### config.mk
export PLATFORM = sky130hd
export DESIGN_NAME = descending_key_sorter
export DESIGN_NICKNAME = d
export VERILOG_FILES = /design/src/sv/dks_pkg.sv /design/src/sv/dks_ctrl.sv /design/src/sv/dks_dpath.sv /design/src/sv/descending_key_sorter.sv
export SDC_FILE = /design/constraint.sdc
export NUM_CORES = 2
export LEC_CHECK = 0
export BUFFER_PORTS_ARGS = -buffer_cell sky130_fd_sc_hd__buf_2
export CORE_ASPECT_RATIO = 1.2
export CORE_MARGIN = 2
export CORE_UTILIZATION = 30
export DETAILED_ROUTE_END_ITERATION = 6
export PLACE_DENSITY_LB_ADDON = 0.25
export REMOVE_ABC_BUFFERS = 1
export SETUP_SLACK_MARGIN = 0.05
export SYNTH_ARGS = -nofsm -noshare
export SYNTH_HDL_FRONTEND = slang
export SYNTH_HIERARCHICAL = 1
export SYNTH_SLANG_ARGS = --single-unit
### constraint.sdc
create_clock -name aclk -period 4.27 [get_ports aclk]
set_input_delay 0.6405 -clock aclk [delete_from_list [all_inputs] [get_ports aclk]]
set_output_delay 0.6405 -clock aclk [all_outputs]
set_load 0.01 [all_outputs]
### src/sv/dks_pkg.sv
// dks_pkg: word types, controller states and command/status bundles
// shared by the descending key sorter modules; no dependencies
`timescale 1ns / 1ps
`default_nettype none

package dks_pkg;

    localparam int KEY_W = 16;

    typedef struct packed {
        logic [KEY_W-1:0] key;
        logic             last_item;
    } in_word_t;

    typedef struct packed {
        logic [KEY_W-1:0] sorted_key;
        logic             last_result;
        logic             dropped;
    } out_word_t;

    typedef enum logic {
        ST_LOAD  = 1'b0,
        ST_DRAIN = 1'b1
    } dks_state_t;

    typedef struct packed {
        logic ins;   // insert the input key into the cell chain
        logic pop;   // move the top cell into the output register
    } dks_cmd_t;

    typedef struct packed {
        logic full;      // every cell holds a key
        logic one_left;  // at most the top cell holds a key
        logic out_free;  // output register can take a word this cycle
    } dks_stat_t;

endpackage

`default_nettype wire

### src/sv/dks_ctrl.sv
// dks_ctrl: load/drain controller of the descending key sorter
// depends on dks_pkg
`timescale 1ns / 1ps
`default_nettype none

module dks_ctrl
    import dks_pkg::*;
(
    input  wire logic      aclk,
    input  wire logic      aresetn,
    input  wire logic      s_valid,
    input  wire logic      last_item,
    input  wire dks_stat_t stat,
    output logic           s_ready,
    output dks_cmd_t       cmd
);

    dks_state_t state_reg;
    dks_state_t state_next;

    always_ff @(posedge aclk) begin
        if (!aresetn) begin
            state_reg <= ST_LOAD;
        end else begin
            state_reg <= state_next;
        end
    end

    always_comb begin
        state_next = state_reg;
        case (state_reg)
            ST_LOAD: begin
                if (s_valid && last_item) begin
                    state_next = ST_DRAIN;
                end
            end
            ST_DRAIN: begin
                if (stat.out_free && stat.one_left) begin
                    state_next = ST_LOAD;
                end
            end
            default: begin
                state_next = ST_LOAD;
            end
        endcase
    end

    always_comb begin
        s_ready = 1'b0;
        cmd     = '0;
        case (state_reg)
            ST_LOAD: begin
                s_ready = 1'b1;
                cmd.ins = s_valid;
            end
            ST_DRAIN: begin
                cmd.pop = stat.out_free;
            end
            default: begin
                s_ready = 1'b0;
            end
        endcase
    end

endmodule

`default_nettype wire

### src/sv/dks_dpath.sv
// dks_dpath: sorted cell chain, overflow flag and output register
// depends on dks_pkg
`timescale 1ns / 1ps
`default_nettype none

module dks_dpath
    import dks_pkg::*;
#(
    parameter int MAX_KEYS = 32,
    parameter int KEY_BITS = 16
) (
    input  wire logic      aclk,
    input  wire logic      aresetn,
    input  wire dks_cmd_t  cmd,
    input  wire logic [KEY_W-1:0] key,
    input  wire logic      m_ready,
    output dks_stat_t      stat,
    output logic           m_valid,
    output out_word_t      m_data
);

    logic [KEY_BITS-1:0] cell_reg [MAX_KEYS];
    logic [KEY_BITS-1:0] cell_next [MAX_KEYS];
    logic [KEY_BITS-1:0] up_val [MAX_KEYS];
    logic [KEY_BITS-1:0] dn_val [MAX_KEYS];
    logic [MAX_KEYS-1:0] valid_reg;
    logic [MAX_KEYS-1:0] valid_next;
    logic [MAX_KEYS-1:0] ge;
    logic                overflow_reg;
    logic                overflow_next;
    logic                m_valid_reg;
    logic                m_valid_next;
    out_word_t           m_data_reg;
    out_word_t           m_data_next;
    logic [KEY_W+KEY_BITS-1:0] key_wide;
    logic [KEY_BITS-1:0]       key_ext;
    logic [KEY_BITS+KEY_W-1:0] top_wide;

    // keys are held at KEY_BITS; bits above are ignored
    assign key_wide = {{KEY_BITS{1'b0}}, key};
    assign key_ext  = key_wide[KEY_BITS-1:0];
    assign top_wide = {{KEY_W{1'b0}}, cell_reg[0]};

    assign stat.full     = valid_reg[MAX_KEYS-1];
    assign stat.one_left = !valid_reg[1];
    assign stat.out_free = !m_valid_reg || m_ready;

    // neighbor values for shifting down (insert) and up (pop)
    for (genvar i = 0; i < MAX_KEYS; i++) begin : g_cell
        assign ge[i] = valid_reg[i] && (cell_reg[i] >= key_ext);
        if (i == 0) begin : g_first
            assign up_val[i] = key_ext;
        end else begin : g_rest
            assign up_val[i] = ge[i-1] ? key_ext : cell_reg[i-1];
        end
        if (i == MAX_KEYS - 1) begin : g_tail
            assign dn_val[i] = cell_reg[i];
        end else begin : g_body
            assign dn_val[i] = cell_reg[i+1];
        end
    end

    always_comb begin
        for (int i = 0; i < MAX_KEYS; i++) begin
            cell_next[i] = cell_reg[i];
            if (cmd.ins && !stat.full) begin
                if (!ge[i]) begin
                    cell_next[i] = up_val[i];
                end
            end else if (cmd.pop) begin
                cell_next[i] = dn_val[i];
            end
        end
    end

    always_comb begin
        valid_next    = valid_reg;
        overflow_next = overflow_reg;
        if (cmd.ins) begin
            if (stat.full) begin
                overflow_next = 1'b1;
            end else begin
                valid_next = {valid_reg[MAX_KEYS-2:0], 1'b1};
            end
        end else if (cmd.pop) begin
            valid_next = {1'b0, valid_reg[MAX_KEYS-1:1]};
            if (stat.one_left) begin
                overflow_next = 1'b0;
            end
        end
    end

    always_comb begin
        m_valid_next = m_valid_reg;
        m_data_next  = m_data_reg;
        if (cmd.pop) begin
            m_valid_next           = 1'b1;
            m_data_next.sorted_key = top_wide[KEY_W-1:0];
            m_data_next.last_result = stat.one_left;
            m_data_next.dropped    = overflow_reg;
        end else if (m_ready) begin
            m_valid_next = 1'b0;
        end
    end

    always_ff @(posedge aclk) begin
        if (!aresetn) begin
            valid_reg    <= '0;
            overflow_reg <= 1'b0;
            m_valid_reg  <= 1'b0;
        end else begin
            valid_reg    <= valid_next;
            overflow_reg <= overflow_next;
            m_valid_reg  <= m_valid_next;
        end
    end

    always_ff @(posedge aclk) begin
        for (int i = 0; i < MAX_KEYS; i++) begin
            cell_reg[i] <= cell_next[i];
        end
        m_data_reg <= m_data_next;
    end

    assign m_valid = m_valid_reg;
    assign m_data  = m_data_reg;

`ifndef SYNTHESIS
    a_no_ins_and_pop: assert property (@(posedge aclk) disable iff (!aresetn)
        !(cmd.ins && cmd.pop))
        else $error("insert and pop in the same cycle");

    a_pop_needs_key: assert property (@(posedge aclk) disable iff (!aresetn)
        cmd.pop |-> valid_reg[0])
        else $error("pop from an empty cell chain");

    a_drain_empties: assert property (@(posedge aclk) disable iff (!aresetn)
        (cmd.pop && stat.one_left) |=> (valid_reg == '0))
        else $error("cells still valid after the last word of a set");

    a_overflow_when_full: assert property (@(posedge aclk) disable iff (!aresetn)
        $rose(overflow_reg) |-> $past(valid_reg[MAX_KEYS-1]))
        else $error("overflow flagged while cells were free");
`endif

endmodule

`default_nettype wire

### src/sv/descending_key_sorter.sv
// a key is taken each cycle in the load state; the word flagged last closes
// the set and moves the controller to the drain state, which pops the top cell
// into the output register whenever that register is free; the single chain
// never inserts and shifts out at once, so a new set waits for the last pop
// reset: aresetn low at a clock edge empties the chain, clears the dropped
// flag and the output valid; cell contents are not cleared
`timescale 1ns / 1ps
`default_nettype none

module descending_key_sorter
    import dks_pkg::*;
#(
    parameter int MAX_KEYS = 32,
    parameter int KEY_BITS = 16
) (
    input  wire logic     aclk,
    input  wire logic     aresetn,
    input  wire logic     s_valid,
    output logic          s_ready,
    input  wire in_word_t s_data,
    output logic          m_valid,
    input  wire logic     m_ready,
    output out_word_t     m_data
);

    // command and status between controller and datapath
    dks_cmd_t  cmd;
    dks_stat_t stat;

    // controller: load state takes keys, drain state streams them out
    dks_ctrl u_ctrl (
        .aclk      (aclk),
        .aresetn   (aresetn),
        .s_valid   (s_valid),
        .last_item (s_data.last_item),
        .stat      (stat),
        .s_ready   (s_ready),
        .cmd       (cmd)
    );

    // datapath: cells kept in descending order on every insert, so the
    // largest key always sits in the top cell and drains first
    dks_dpath #(
        .MAX_KEYS (MAX_KEYS),
        .KEY_BITS (KEY_BITS)
    ) u_dpath (
        .aclk    (aclk),
        .aresetn (aresetn),
        .cmd     (cmd),
        .key     (s_data.key),
        .m_ready (m_ready),
        .stat    (stat),
        .m_valid (m_valid),
        .m_data  (m_data)
    );

endmodule

`default_nettype wire

## Word level (Yosys, flattened, before mapping)

Memory sizes are Yosys's and may differ from the RTL's.
Cells that the tools add are included.

| storage, ports and cells | value |
|---|---|
| flip-flop bits (word level) | 53 |
| bits in writable memories | 512 |
| bits of input ports | 21 |
| output and inout port bits | 20 |
| memories kept | 1 |

Memories:

| name | words | width | rd ports | clocked after memory_dff | write ports | line | text |
|---|---|---|---|---|---|---|---|
| u_dpath.cell_reg | 32 | 16 | 32 | 0 | 32 | dks_dpath.sv:22 | `logic [KEY_BITS-1:0] cell_reg [MAX_KEYS];` |

| cells by class | value |
|---|---|
| magnitude comparators | 32 |
| equal/unequal tests | 3 |
| mux-type cells | 141 |
| bitwise operators | 1 |
| reduce and logical (&&, ||, !) cells | 43 |

Operator list:

| kind | number |
|---|---|
| $mux W16 | 126 |
| $ge A16 B16 Y1 | 32 |
| $mux W32 | 3 |
| $logic_and A1 B1 Y1 | 35 |
| $mux W1 | 11 |
| $ne A2 B2 Y1 const B | 2 |
| $reduce_bool A2 Y1 | 2 |
| $logic_not A1 Y1 | 3 |
| $reduce_and A3 Y1 | 1 |
| $ne A2 B1 Y1 const B | 1 |
| $pmux W1 S2 | 1 |
| $reduce_and A2 Y1 | 1 |
| $logic_or A1 B1 Y1 | 1 |
| $not A1 Y1 | 1 |

## Depth between registers and ports, before layout

An unclocked memory read counts as a cell.

| depth | value |
|---|---|
| depth in word-level cells | 6 |
| mapped depth | 12 |

## Modules after synthesis

The synthesis kept the hierarchy.

Modules (own cells, without submodules):

| module | instances | cells each | area each (um^2) | sequential area each (um^2) |
|---|---|---|---|---|
| dks_dpath | 1 | 4069 | 39589.2 | 16595.9 |
| dks_ctrl | 1 | 7 | 57.6 | 20.0 |

## Least setup slack after synthesis

OpenSTA, ideal clock, no wires.

| timing path | value |
|---|---|
| path type | input port to flip-flop |
| from | input port s_data[7] (netlist bit) |
| to | memory u_dpath.cell_reg[23][0], in the netlist u_dpath/cell_reg[1][112] (enable) |
| library setup time | 399 ps |
| arrival time | 3833 ps |
| data required time | 3871 ps |
| slack | 38 ps |
| stages | 10 |
| cell sequence | clkbuf_1 > inv_1 > ha_1 > and3_1 > o31ai_1 > a21oi_1 > or3_1 > buf_2 > buf_6 > a31oi_1 |

RTL lines:

| what | line | text |
|---|---|---|
| start, declared | descending_key_sorter.sv:20 | `input wire in_word_t s_data,` |
| end, declared | dks_dpath.sv:22 |  |

==> metrics list <==
- Measured against its own limit, the worst slew margin works out to 0.423.
- Total number of nets in the final design: 4546
* Total of endpoints with negative setup slack in the final report: 0
* Switch Pwr: 7.21 mW
* Top-level I/O count: 41
* Final clock skew: around 0.025 ns
- Each instance of the synthesized netlist takes up on average just under 10 um2.
* Proportion of power drawn by combinational gates: 0.286
- In the routed layout, each cell is associated on average with a via count of around 5.6.
- Total wirelength of the detailed-routed design: 133 mm
- The number of clock buffers added by TritonCTS is 70.
* Number of buffers inserted for hold repair after clock tree synthesis: 0
- IO Port Bufs: 40
- Once layout is complete, the utilization of the core stands at 0.337.
- In this run the core area contains 146 standard-cell rows.
- Slew at the pin with the worst max-slew slack: about 0.87 ns
- Core box area: around 130000 um2
- Root buf cell: sky130_fd_sc_hd__clkbuf_16
- The number of hold violations in the final report is 0.
- Layout cells sized above 1: 0.0894
- Setup TNS: 0 ns
- TritonCTS built the clock tree.
* Post-detailed-route count of antenna-violating nets: 0
- Clock latency on the worst-skew pair: 0.67 ns
- Max Cap Viol: 0
- The first global-routing pass estimated a little over 200 mm of wire.
- From synthesis to final layout, the design area changed by 11.8%.
* Detail-routed net length per standard cell: 23.0 um
- Endpoint arrival time on the critical path: 3.52 ns
* Cells resized by post-CTS repair: 0
* Worst ir drop on vdd: 0.300 mV
* Unrepaired setup endpoints after global routing: no
- Clock power share: 0.299
* Post-Route Hold Slack: 0.292 ns
- In the global route stage, overall resource usage came out at 0.194.
- Entering global routing, the biggest net connects 191 pins.
- Number of H-tree branching levels: 3
- Sinks on the clock net: 565
* Cell area after layout: around 44000 um2
- Final min period: 3.12 ns
* Power per cell area: 455 nW/um2
- The floorplan step defined a die boundary enclosing between 100000 and 150000 um2.
- The congestion estimate from routability-driven global placement came to 0.832.
- Die Span Y: 402 um
- After detailed placement, the total cell area comes to about 42000 um2.
* Maximum number of buffers from clock root to sink: 3
- Chip Width: 336 um
* Result of the run: finished, final reports clean
- Post-CTS timing repair inserted 0 buffers for setup.
- The share of total power dissipated in sequential elements is 0.415.
* Launching element type of the critical path: input pin
* Cell area after synthesis: ~40000 um2
- The analysis attributes to cell leakage a power of 16.4 nW.
- The initial utilization of the core area, before any placement, comes to 0.301.
- Gate count after technology mapping: 4075
- Number of antenna violations at the first check in global routing: 1
- Pre-antenna DRT Iters: 5
- Vias in the first global route: roughly 32000
- Switching Fraction: 0.357
- Summed over all layers, the global routing overflow is 0.
- Pre-CTS WS: 0.495 ns
* Initial DRC Count: 2775
* Detailed-placement wirelength estimate: between 90 and 100 mm
* Detailed-route DRC error count: 0
* Final count of pins violating max slew: 0
- The worst setup path is of the input pin to flop kind.
- STA classifies the critical path endpoint as a flop.
- Of the available clock period, the critical path in the final layout requires 0.731.
* Max Freq: about 320 MHz
* Worst Hold Class: input pin to flop
* Largest driver fanout on the critical path: 24
- Slack of the critical path: 1.15 ns
* CP required: 4.66 ns
- Clock-pin transition on the worst setup and hold timing paths: 0.06 ns
* Antenna Cells: 0
* Internal power: 13.0 mW
- DR vias: between 30000 and 40000
- Flip-flop count of the largest register after layout: approximately 500
- Number of warnings printed during yosys synthesis: 6
final cells by class:
| type | count | area (um2) |
|---|---|---|
| Fill cell | 13500 | 87200 |
| Multi-Input combinational cell | 3133 | 21500 |
| Sequential cell | 565 | 16600 |
| Tap cell | 1702 | 2130 |
| Clock buffer | 100 | 2000 |
| Timing Repair Buffer | 179 | 1550 |
| Inverter | 80 | 308 |
| Clock inverter | 26 | 253 |
stage by stage:
step | std cells | power [mW]
final | 5785 | 20.2
after global routing | 5785 | 21.4
after floorplan | 3778 | 12.1
after CTS | 5785 | 20.3
after detailed placement | 5659 | 14.2
after global placement | 5659 | 14.1
layer usage:
metal / part of all wire / wire length, um / up-vias / global-route usage
met3: 0.049 / 6530 / 218 / 0.0229
met1: 0.42 / 56400 / 15900 / 0.249
met5: 0 / 0 / - / 0
met2: 0.50 / 66200 / 991 / 0.336
li1: - / - / 15500 / -
met4: 0.031 / 4080 / 0 / 0.0644
power by group through the flow:
stage	registers, mW	logic (mW)	clock network (mW)
6_report	8.38	5.77	6.03
3_3_place_gp	8.50	5.60	0
4_1_cts	8.38	5.77	6.18
5_1_grt	8.49	6.52	6.36
3_5_place_dp	8.49	5.74	0
2_1_floorplan	8.06	4.06	0
final timing paths:
path | end | cells past startpoint | start | slack [ns]
max | u_dpath/cell_reg[1][91]$_DFFE_PP_ | 12 | s_data[14] | 1.15
min | u_ctrl/state_reg$_SDFF_PN0_ | 3 | s_valid | 0.29
max reg2reg | u_dpath/cell_reg[0][221]$_DFFE_PP_ | 8 | u_dpath/cell_reg[0][204]$_DFFE_PP_ | 1.26
min reg2reg | u_dpath/m_data[0]$_DFFE_PP_ | 0 | u_dpath/overflow_reg$_SDFFE_PN0P_ | 0.43
critical path: stages:
cell	delay, ns
sky130_fd_sc_hd__buf_2	0.12
sky130_fd_sc_hd__inv_2	0.18
sky130_fd_sc_hd__buf_12	0.28
sky130_fd_sc_hd__buf_4	0.21
sky130_fd_sc_hd__ha_1	0.16
sky130_fd_sc_hd__nand4_1	0.17
sky130_fd_sc_hd__nor4_1	0.53
sky130_fd_sc_hd__o211ai_1	0.18
sky130_fd_sc_hd__a31oi_2	0.46
sky130_fd_sc_hd__buf_12	0.23
sky130_fd_sc_hd__mux2i_1	0.20
sky130_fd_sc_hd__a21oi_1	0.09
layout by cell type, fill, tap and decap left out, types with 16 or more instances in the layout:
cell type / instances
sky130_fd_sc_hd__o211ai_1: 42
sky130_fd_sc_hd__nand2b_1: 28
sky130_fd_sc_hd__nand2_1: 190
sky130_fd_sc_hd__inv_1: 64
sky130_fd_sc_hd__mux2i_1: 209
sky130_fd_sc_hd__o31a_1: 16
sky130_fd_sc_hd__buf_12: 24
sky130_fd_sc_hd__o21a_1: 16
sky130_fd_sc_hd__o21ai_0: 361
sky130_fd_sc_hd__buf_4: 116
sky130_fd_sc_hd__a2111oi_0: 16
sky130_fd_sc_hd__a21oi_1: 633
sky130_fd_sc_hd__nand4_1: 45
sky130_fd_sc_hd__mux2_2: 16
sky130_fd_sc_hd__dfxtp_1: 35
sky130_fd_sc_hd__a31oi_1: 284
sky130_fd_sc_hd__nor2_1: 477
sky130_fd_sc_hd__clkbuf_1: 20
sky130_fd_sc_hd__a31o_2: 16
sky130_fd_sc_hd__or3_1: 17
sky130_fd_sc_hd__buf_2: 39
sky130_fd_sc_hd__a21o_1: 19
sky130_fd_sc_hd__ha_1: 496
sky130_fd_sc_hd__edfxtp_1: 530
sky130_fd_sc_hd__nand3_1: 66
sky130_fd_sc_hd__clkbuf_16: 73
sky130_fd_sc_hd__a211oi_1: 18
sky130_fd_sc_hd__o211a_1: 29
No activity file was read; power rests on OpenSTA's default activity.
